$ cat config.mk
export PLATFORM = sky130hd
export DESIGN_NAME = mbiw_ctrl
export DESIGN_NICKNAME = d
export VERILOG_FILES = /design/src/rtl/mbiw_pkg.sv /design/src/rtl/mbiw_ctrl.sv
export SDC_FILE = /design/constraint.sdc
export NUM_CORES = 1
export LEC_CHECK = 0
export BUFFER_PORTS_ARGS = -buffer_cell sky130_fd_sc_hd__buf_2
export CORE_MARGIN = 2
export CORE_UTILIZATION = 45
export DETAILED_ROUTE_END_ITERATION = 8
export MAX_ROUTING_LAYER = met4
export PLACE_DENSITY = 0.83
export SLEW_MARGIN = 20
export SYNTH_ARGS = -nofsm -noshare
export SYNTH_HDL_FRONTEND = slang
export SYNTH_SLANG_ARGS = --single-unit
$ cat constraint.sdc
create_clock -name clk -period 1.5 [get_ports clk]
set_input_delay 0.3 -clock clk [delete_from_list [all_inputs] [get_ports clk]]
set_output_delay 0.3 -clock clk [all_outputs]
set_load 0.05 [all_outputs]
$ cat src/rtl/mbiw_pkg.sv
// ----------------------------------------------------------------------------
// mbiw_pkg
// types, constants and command/status structs for the importance weight block
// ----------------------------------------------------------------------------
package mbiw_pkg;

	localparam int NUM_STATES_DEF  = 64;
	localparam int NUM_ACTIONS_DEF = 4;
	localparam int COUNT_BITS_DEF  = 32;

	localparam int STATE_W  = 6;
	localparam int ACTION_W = 2;
	localparam int PROB_W   = 17;
	localparam int SMOOTH_W = 8;
	localparam int WEIGHT_W = 32;
	localparam int DIV_STEPS = 32;

	localparam logic [WEIGHT_W-1:0] W_MAX = '1;
	localparam logic [WEIGHT_W-1:0] Q_ONE = 32'h0001_0000;

	localparam logic REQ_COUNT = 1'b0;
	localparam logic REQ_WEIGH = 1'b1;

	localparam logic [1:0] REG_SMOOTHING = 2'd0;

	typedef struct packed {
		logic                req_type;
		logic [STATE_W-1:0]  state_index;
		logic [ACTION_W-1:0] action_index;
		logic [PROB_W-1:0]   eval_prob;
		logic                first_step;
	} in_t;

	typedef struct packed {
		logic [WEIGHT_W-1:0] step_weight;
		logic [WEIGHT_W-1:0] running_weight;
		logic                saturated;
		logic                zero_estimate;
	} res_t;

	typedef struct packed {
		logic clr_step;
		logic cnt_wr;
		logic ld_nd;
		logic ld_mul;
		logic chk;
		logic div_step;
		logic div_last;
		logic ld_rmul;
		logic ld_out;
	} dp_cmd_t;

	typedef struct packed {
		logic is_weigh;
		logic skip;
		logic clr_last;
	} dp_sts_t;

endpackage

$ cat src/rtl/mbiw_ctrl.sv
// ----------------------------------------------------------------------------
// mbiw_ctrl
// sequencer: clearing pass, count update, weigh step with iterative divide
// ----------------------------------------------------------------------------
module mbiw_ctrl import mbiw_pkg::*; (
	input  logic    clk,
	input  logic    arst_n,
	input  logic    start,
	output logic    busy,
	output logic    ld_in,
	output dp_cmd_t cmd,
	input  dp_sts_t sts
);

	localparam int DCW = $clog2(DIV_STEPS);

	typedef enum logic [3:0] {
		ST_CLR, ST_IDLE, ST_RD, ST_USE, ST_MUL, ST_CHK, ST_DIV, ST_RMUL, ST_OUT
	} state_t;

	state_t         state_q;
	logic [DCW-1:0] dcnt_q;

	assign busy  = (state_q != ST_IDLE);
	assign ld_in = start & ~busy;

	always_ff @(posedge clk or negedge arst_n) begin
		if (!arst_n) begin
			state_q <= ST_CLR;
			dcnt_q  <= '0;
		end else begin
			case (state_q)
				ST_CLR: begin
					if (sts.clr_last) state_q <= ST_IDLE;
				end
				ST_IDLE: begin
					if (start) state_q <= ST_RD;
				end
				ST_RD: state_q <= ST_USE;
				ST_USE: begin
					state_q <= sts.is_weigh ? ST_MUL : ST_IDLE;
				end
				ST_MUL: state_q <= ST_CHK;
				ST_CHK: begin
					dcnt_q  <= '0;
					state_q <= sts.skip ? ST_RMUL : ST_DIV;
				end
				ST_DIV: begin
					dcnt_q <= dcnt_q + 1'b1;
					if (dcnt_q == DCW'(DIV_STEPS - 1)) state_q <= ST_RMUL;
				end
				ST_RMUL: state_q <= ST_OUT;
				ST_OUT:  state_q <= ST_IDLE;
				default: state_q <= ST_IDLE;
			endcase
		end
	end

	always_comb begin
		cmd          = '0;
		cmd.clr_step = (state_q == ST_CLR);
		cmd.cnt_wr   = (state_q == ST_USE) & ~sts.is_weigh;
		cmd.ld_nd    = (state_q == ST_USE);
		cmd.ld_mul   = (state_q == ST_MUL);
		cmd.chk      = (state_q == ST_CHK);
		cmd.div_step = (state_q == ST_DIV);
		cmd.div_last = (state_q == ST_DIV) & (dcnt_q == DCW'(DIV_STEPS - 1));
		cmd.ld_rmul  = (state_q == ST_RMUL);
		cmd.ld_out   = (state_q == ST_OUT);
	end

endmodule

==> results of run 1 <==
[repair_timing]
item / CTS
endpoints found under the setup margin: 13
endpoints found under the hold margin: 9
pin swaps: 7
buffers inserted: 9
hold buffers: 1
gates resized for setup: 46
[cells by family after synthesis]
kind of cell	share of synthesized area (%)
simple gates	30.2
compound gates	21.6
buf+inv	9.16
flops	35.1
fa+ha+maj	3.90
[synthesized netlist by cell type, types with 3 or more instances]
| cell type | count |
|---|---|
| nor3_1 | 4 |
| and3_1 | 3 |
| inv_1 | 3 |
| nand3_1 | 3 |
| o2bb2ai_1 | 3 |
| dfrtp_1 | 9 |
| nor2_1 | 4 |
| a21oi_1 | 5 |
| nand2_1 | 7 |
| nor4_1 | 3 |
[per-stage QoR]
step                util, %  instance area (um^2)  hold WS, ns
detailed placement     70.7                   931        0.166
global placement       70.7                   931        0.161
floorplan                 -                   761      0.00441
CTS                    89.9                  1180        0.341
==> results.json, run 1 <==
{
  "run_status": "did not finish",
  "stop_stage": "5_1_grt",
  "stop_error": "[ERROR DPL-0038] Utilization greater than 100%, impossible to legalize",
  "die_width_um": 41.8,
  "synth_sequential_area_ratio_pct": 35.1,
  "portbufs": 16,
  "yosysWarnings": 0,
  "post_synth.cell_area_avg_um2": 9.04,
  "clock_tree.root_cell": "clkbuf_4",
  "post_dp_hpwl_um": 1340,
  "num_rows": 13,
  "synth_top_cell_area_share_pct": 35.1,
  "grt-worst-endpoint": "cmd[2]",
  "synth_top_cell_by_area": "dfrtp_1",
  "placedCellCount": 115,
  "synth_top_flop_cell": "dfrtp_1",
  "buffers_from_clock_root_to_sink_at_most": 2,
  "cts_buffers": 3,
  "syn-num-nets": 79,
  "h-tree-depth": 1,
  "die_h_um": 41.8,
  "pre_cts_slack_ns": -0.115,
  "synth-edff-count": 0,
  "place.gp.congestion": 0.800,
  "largest_net_degree_at_the_start_of_global_routing": 10,
  "yosys-top-cells-area": "dfrtp_1 (35%), nand2_1 (4.1%), o2bb2ai_1 (4.1%)",
  "worst_endpoint_type": "primary output",
  "num_clock_sinks": 9,
  "ys_async_sr_fraction_pct": 100,
  "number_of_i_o_pins": 17,
  "synth.cell_area_um2": 642,
  "postSynthRegisterBits": 9,
  "initial_core_util_pct": 48.7,
  "syn_inst": 71,
  "yosys.cell_types.count": 29
}
==> inputs of run 2 (changes only) <==
Settings changed: CORE_AREA from default to 2 2 63 65, CORE_MARGIN 2 to default, CORE_UTILIZATION 45 to default, DIE_AREA from default to 0 0 65 67, MAX_ROUTING_LAYER met4 to default, PLACE_DENSITY 0.83 to default, PLACE_DENSITY_LB_ADDON from default to 0.15.
Clock period 1.5 ns to 1.95 ns, I/O delays scaled along.
==> run 2 against run 1 <==
Net effect:
- the flow now finishes without violations
- synthesized area unchanged
- synthesized cell count unchanged
==> results.json, run 2 <==
{
  "run_status": "complete, no violations",
  "cts_hold_buf": 0,
  "die-area_um2": 4360,
  "worst_setup_path_start_kind": "register",
  "ir_drop_v": 0.000300,
  "flow.area_growth_from_synthesis_pct": 38.4,
  "timing.critical_path.slowest_stage_cell": "dfrtp_1",
  "worst_hold_path_type": "input pin to async pin",
  "period_share_pct": 94.2,
  "syn-num-nets": 79,
  "yosys-top-cells-area": "dfrtp_1 (35%), nand2_1 (4.1%), o2bb2ai_1 (4.1%)",
  "portbufs": 16,
  "synthMostInstantiatedCell": "dfrtp_1",
  "drt_pass1_iterations": 4,
  "initial_core_util_pct": 17.8,
  "ys_async_sr_fraction_pct": 100,
  "post_dp_hpwl_um": 1220,
  "floorplan.core_area_um2": 3610,
  "ant_nets": 0,
  "layout_commonest_cell": "buf_2",
  "required_time_of_the_worst_setup_path_ns": 1.56,
  "postRouteWirelength_um": 1650,
  "overflow": 0,
  "detailedRoute.firstIterationViolations": 17,
  "worstPathCellList": "ha_2 > and3_4 > ha_1 > inv_1 > nor3_4 > buf_6",
  "via_count_of_the_first_global_routing_pass": 585,
  "synth_top_cell_by_area": "dfrtp_1",
  "clock_tree.root_cell": "clkbuf_8",
  "synth-edff-count": 0,
  "syn_inst": 71,
  "finalNonFillerCells": 140,
  "post_drt_via_cell_ratio": 4.42,
  "final_design_area_no_fill_um2": 888,
  "power_density_nw_per_um2": 1730,
  "largest_reg_flops": 5,
  "grt_first_pass_wirelength_um": 2760,
  "period_minus_slack_ns": 1.84,
  "antenna_violations_before_repair": 0,
  "timing_worst_setup_path_type": "register to primary output",
  "placedCellCount": 134,
  "total_leakage_power_nw": 0.382,
  "cpPeakStageDelay_ns": 0.37,
  "synth.cell_area_um2": 642,
  "largest_net_degree_at_the_start_of_global_routing": 14,
  "postSynthRegisterBits": 9,
  "timing_hold_violations_final": 0,
  "reg_top3": "dcnt_q x5, state_q x4",
  "place.gp.congestion": 0.730,
  "cts_buffers": 3,
  "final-max-slew-violation-count": 0,
  "number_of_i_o_pins": 17,
  "synth_sequential_area_ratio_pct": 35.1,
  "fill_cells": 400,
  "h-tree-depth": 1,
  "tightestPinTransition_ns": 0.359,
  "largest_register": "dcnt_q",
  "post_synth.cell_area_avg_um2": 9.04,
  "critical_path.endpoint_type": "primary output",
  "post_detailed_route_drc_marker_count": 0,
  "max_freq_mhz": 544,
  "layout_common_cells": "buf_2 (14), dfrtp_1 (9), nand2_1 (7), buf_4 (7), a21oi_1 (5)",
  "yosys.cell_types.count": 29,
  "synth.top_cells.by_count": "dfrtp_1 (9), nand2_1 (7), a21oi_1 (5)",
  "cts_tree": "built",
  "final_layout_size_suffix_gt1_share_pct": 42.4,
  "grt_setup_unrepaired": "no",
  "worst_skew_pair.late_latency_ns": 0.23,
  "synth_top_flop_cell": "dfrtp_1",
  "setup_viol": 0,
  "die_h_um": 67,
  "synth_top_cell_area_share_pct": 35.1,
  "drv.max_cap_violation_count": 0,
  "total_grt_usage_pct": 8.48,
  "cp_max_fo": 3,
  "buffers_from_clock_root_to_sink_at_most": 2,
  "wl_per_cell_um": 11.8,
  "num-nets-final": 101,
  "place_area_um2": 812,
  "num_rows": 22,
  "critical_path_arrival_ns": 1.45,
  "die_width_um": 65,
  "routed-via-count": 619,
  "path_clk_slew_ns": 0.04,
  "yosysWarnings": 0,
  "relSlewSlack_pct": 75.8,
  "n_antenna_cell": 0,
  "num_clock_sinks": 9,
  "fin_worst_skew_ns": 0.000435
}
-- run 2: cells by family after synthesis --
| family | synth area share (%) |
|---|---|
| flops | 35.1 |
| fa+ha+maj | 3.90 |
| compound gates | 21.6 |
| simple gates | 30.2 |
| buf+inv | 9.16 |
-- run 2: final cells by class --
cell class                 instances  area (um^2)  area share [%]
multi-input combinational         53          405            45.6
sequential                         9          225            25.4
timing repair buffer              23          141            15.9
tap                               48         60.1            6.76
clock buffer                       4         45.0            5.07
inverter                           3         11.3            1.27
-- run 2: worst paths after layout --
check / from / to / slack [ns] / depth (start not counted)
worst max-delay path: dcnt_q[1]$_DFFE_PN0P_ / cmd[2] / 0.11 / 6
worst min-delay path: arst_n / dcnt_q[3]$_DFFE_PN0P_ / 0.01 / 1
worst max register to register: dcnt_q[1]$_DFFE_PN0P_ / state_q[0]$_DFFE_PN0P_ / 0.42 / 6
worst min register to register: dcnt_q[4]$_DFFE_PN0P_ / dcnt_q[4]$_DFFE_PN0P_ / 0.52 / 1
max in group asynchronous: arst_n / state_q[1]$_DFFE_PN0P_ / 1.75 / 1
min in group clk: sts[2] / state_q[2]$_DFFE_PN0P_ / 0.46 / 3
-- run 2: stage by stage --
stage	setup WS (ns)	total power, mW	hold WS, ns	TNS [ns]	util, %
floorplan	-0.0665	1.11	0.0944	-0.139	-
global placement	0.178	1.31	0.267	0	22.5
detailed placement	0.139	1.30	0.263	0	22.5
CTS	0.0572	1.53	0.0228	0	24.1
global route	0.00105	1.67	0.0285	0	24.6
finish	0.113	1.54	0.0123	0	24.6
-- run 2: critical path, delay by kind of cell, from the launching register on --
| family | cells | cell delay [ns] |
|---|---|---|
| adder cells (fa/ha/maj) | 2 | 0.36 |
| buffers and inverters | 2 | 0.26 |
| flip-flops | 1 | 0.37 |
| AND/OR/NAND/NOR | 2 | 0.22 |
-- run 2: what timing repair did --
action,CTS,global route
gates resized for setup,2,3
setup buffers,1,1
pin swaps,0,2
setup endpoints to repair,1,2
-- run 2: per-layer routing --
| metal | vias up | GRT usage, % | wire length (um) |
|---|---|---|---|
| li1 | 304 | - | - |
| met1 | 301 | 10.3 | 765 |
| met2 | 12 | 14.0 | 793 |
| met3 | 2 | 1.52 | 59 |
| met4 | 0 | 4.79 | 27 |
| met5 | - | 0 | 0 |
-- run 2: where the power goes --
part	total, mW	internal [mW]	switching [mW]
Sequential	0.364	0.267	0.0975
Combinational	0.964	0.357	0.607
Clock	0.212	0.142	0.0697
Total	1.54	0.766	0.775
Power figures use the tool's default switching activity.
==> inputs of run 3 (changes only) <==
Settings changed: PLACE_DENSITY_LB_ADDON 0.15 to default.
==> run 3 against run 2 <==
Net effect:
- sequential share of layout area decreased by 0.11 points
- combinational power increased by 2%
- non-clock buffer count increased by 1
- cell area increased by 0.99%
- global-route usage decreased by 0.19 points
- total power increased by 3.3%
- die area unchanged
- critical path depth unchanged
- critical endpoint unchanged
- largest power group unchanged
==> results.json, run 3 (same netlist as run 2, synthesis figures left out) <==
{
  "run_status": "complete, no violations",
  "postRouteWirelength_um": 1760,
  "portbufs": 16,
  "post_dp_hpwl_um": 1200,
  "pre_cts_slack_ns": 0.127,
  "initial_core_util_pct": 17.8,
  "finalNonFillerCells": 141,
  "max_freq_mhz": 529,
  "number_of_i_o_pins": 17,
  "die_h_um": 67,
  "ant_nets": 0,
  "total_switching_power_uw": 805,
  "routed-via-count": 635,
  "drt_pass1_iterations": 4,
  "final-max-slew-violation-count": 0,
  "via_count_of_the_first_global_routing_pass": 604,
  "critical_path_arrival_ns": 1.50,
  "period_share_pct": 97.0,
  "tightestPinTransition_ns": 0.305,
  "path_clk_slew_ns": 0.05,
  "timing.critical_path.from": "dcnt_q[0]$_DFFE_PN0P_",
  "required_time_of_the_worst_setup_path_ns": 1.56,
  "logic_gate_share_of_total_power_pct": 61.6,
  "largest_register": "dcnt_q",
  "drv.max_cap_violation_count": 0,
  "die-area_um2": 4360,
  "crit-reg2reg-launch": "dcnt_q[0]$_DFFE_PN0P_",
  "place.gp.congestion": 0.759,
  "r2r_end": "state_q[0]$_DFFE_PN0P_",
  "post_drt_via_cell_ratio": 4.50,
  "clock_tree.root_cell": "clkbuf_8",
  "total_leakage_power_nw": 0.386,
  "worst_hold_path_type": "input pin to async pin",
  "setup_viol": 0,
  "share_seq_of_total_power_pct": 24.2,
  "finalWorstSetupSlack_ns": 0.0589,
  "p_int_uw": 787,
  "largest_reg_flops": 5,
  "fin_worst_skew_ns": 0.00191,
  "num_rows": 22,
  "power_density_nw_per_um2": 1770,
  "n_antenna_cell": 0,
  "cts_buffers": 3,
  "fill_cells": 387,
  "period_minus_slack_ns": 1.89,
  "reg_top3": "dcnt_q x5, state_q x4",
  "largest_net_degree_at_the_start_of_global_routing": 13,
  "placedCellCount": 133,
  "buffers_from_clock_root_to_sink_at_most": 2,
  "post_detailed_route_drc_marker_count": 0,
  "overflow": 0,
  "wl_per_cell_um": 12.5,
  "die_width_um": 65,
  "clock_power_share_pct": 14.2,
  "worst_setup_path_start_kind": "register",
  "total_grt_usage_pct": 8.29,
  "antenna_violations_before_repair": 0,
  "cp_max_fo": 2,
  "rr_worst_depth": 6,
  "ir_drop_v": 0.000350,
  "layout_common_cells": "buf_2 (15), dfrtp_1 (8), buf_4 (8)",
  "final_layout_size_suffix_gt1_share_pct": 45.2,
  "fin_total_pwr_mw": 1.59,
  "layout_commonest_cell": "buf_2",
  "h-tree-depth": 1,
  "timing_worst_setup_path_type": "register to primary output",
  "relSlewSlack_pct": 79.4,
  "r2r_setup_slack_ns": 0.38,
  "grt_first_pass_wirelength_um": 2650,
  "switching_share_pct": 50.6,
  "detailedRoute.firstIterationViolations": 36,
  "setup.worst_path.end": "cmd[2]",
  "num_clock_sinks": 9,
  "cts_tree": "built",
  "floorplan.core_area_um2": 3610,
  "critical_path.endpoint_type": "primary output",
  "num-nets-final": 102,
  "worst_skew_pair.late_latency_ns": 0.24,
  "flow.area_growth_from_synthesis_pct": 39.8,
  "timing_hold_violations_final": 0
}
-- run 3: area by class of cell --
type                            count  area (um^2)  area share, %
Tap cell                           48         60.1           6.69
Multi-Input combinational cell     53          408           45.5
Inverter                            3         11.3           1.26
Timing Repair Buffer               24          146           16.3
Sequential cell                     9          226           25.2
Clock buffer                        4         45.0           5.02
-- run 3: through the flow --
stage	TNS [ns]	util (%)	hold WS (ns)	area, um^2
after CTS	0	24.4	0.00964	881
after floorplan	-0.139	-	0.0944	682
after global placement	0	22.3	0.254	805
final	0	24.9	0.00502	897
after detailed placement	0	22.3	0.259	805
after global routing	-0.00321	24.9	0.0181	897
-- run 3: power groups by stage --
stage / clock network, mW / logic (mW) / registers, mW
after floorplan: 0 / 0.771 / 0.339
after global placement: 0 / 0.876 / 0.386
final: 0.226 / 0.980 / 0.386
after global routing: 0.235 / 1.05 / 0.402
after detailed placement: 0 / 0.883 / 0.397
after CTS: 0.226 / 0.954 / 0.378
-- run 3: per-layer routing --
metal | share of wire [%] | global-route usage, % | vias to the layer above
met5 | 0 | 0 | -
met4 | 1.1 | 6.12 | 0
met3 | 6.3 | 3.21 | 4
met2 | 48 | 12.5 | 15
met1 | 44 | 9.46 | 308
li1 | - | - | 308
-- run 3: worst min-delay path by stage --
stage | slack (ns) | start | endpoint
detailed placement | 0.26 | arst_n | state_q[1]$_DFFE_PN0P_
global placement | 0.25 | arst_n | dcnt_q[2]$_DFFE_PN0P_
floorplan | 0.09 | arst_n | dcnt_q[0]$_DFFE_PN0P_
finish | 0.005 | arst_n | state_q[0]$_DFFE_PN0P_
global route | 0.02 | arst_n | dcnt_q[2]$_DFFE_PN0P_
CTS | 0.01 | arst_n | state_q[1]$_DFFE_PN0P_
-- run 3: critical path, cell delays in order (launching register included) --
cell and delay [ns]:
dfrtp_1 0.39, ha_2 0.19, and3_4 0.18, ha_1 0.18, inv_1 0.12, nor3_4 0.05
buf_6 0.16
-- run 3: timing repair --
action                                  4_1_cts  5_1_grt
buffers inserted                              3        1
resized for setup                             3        3
hold buffers                                  0        0
hold endpoints to repair                      0        0
pin swaps                                     1        2
endpoints found under the setup margin        1        4
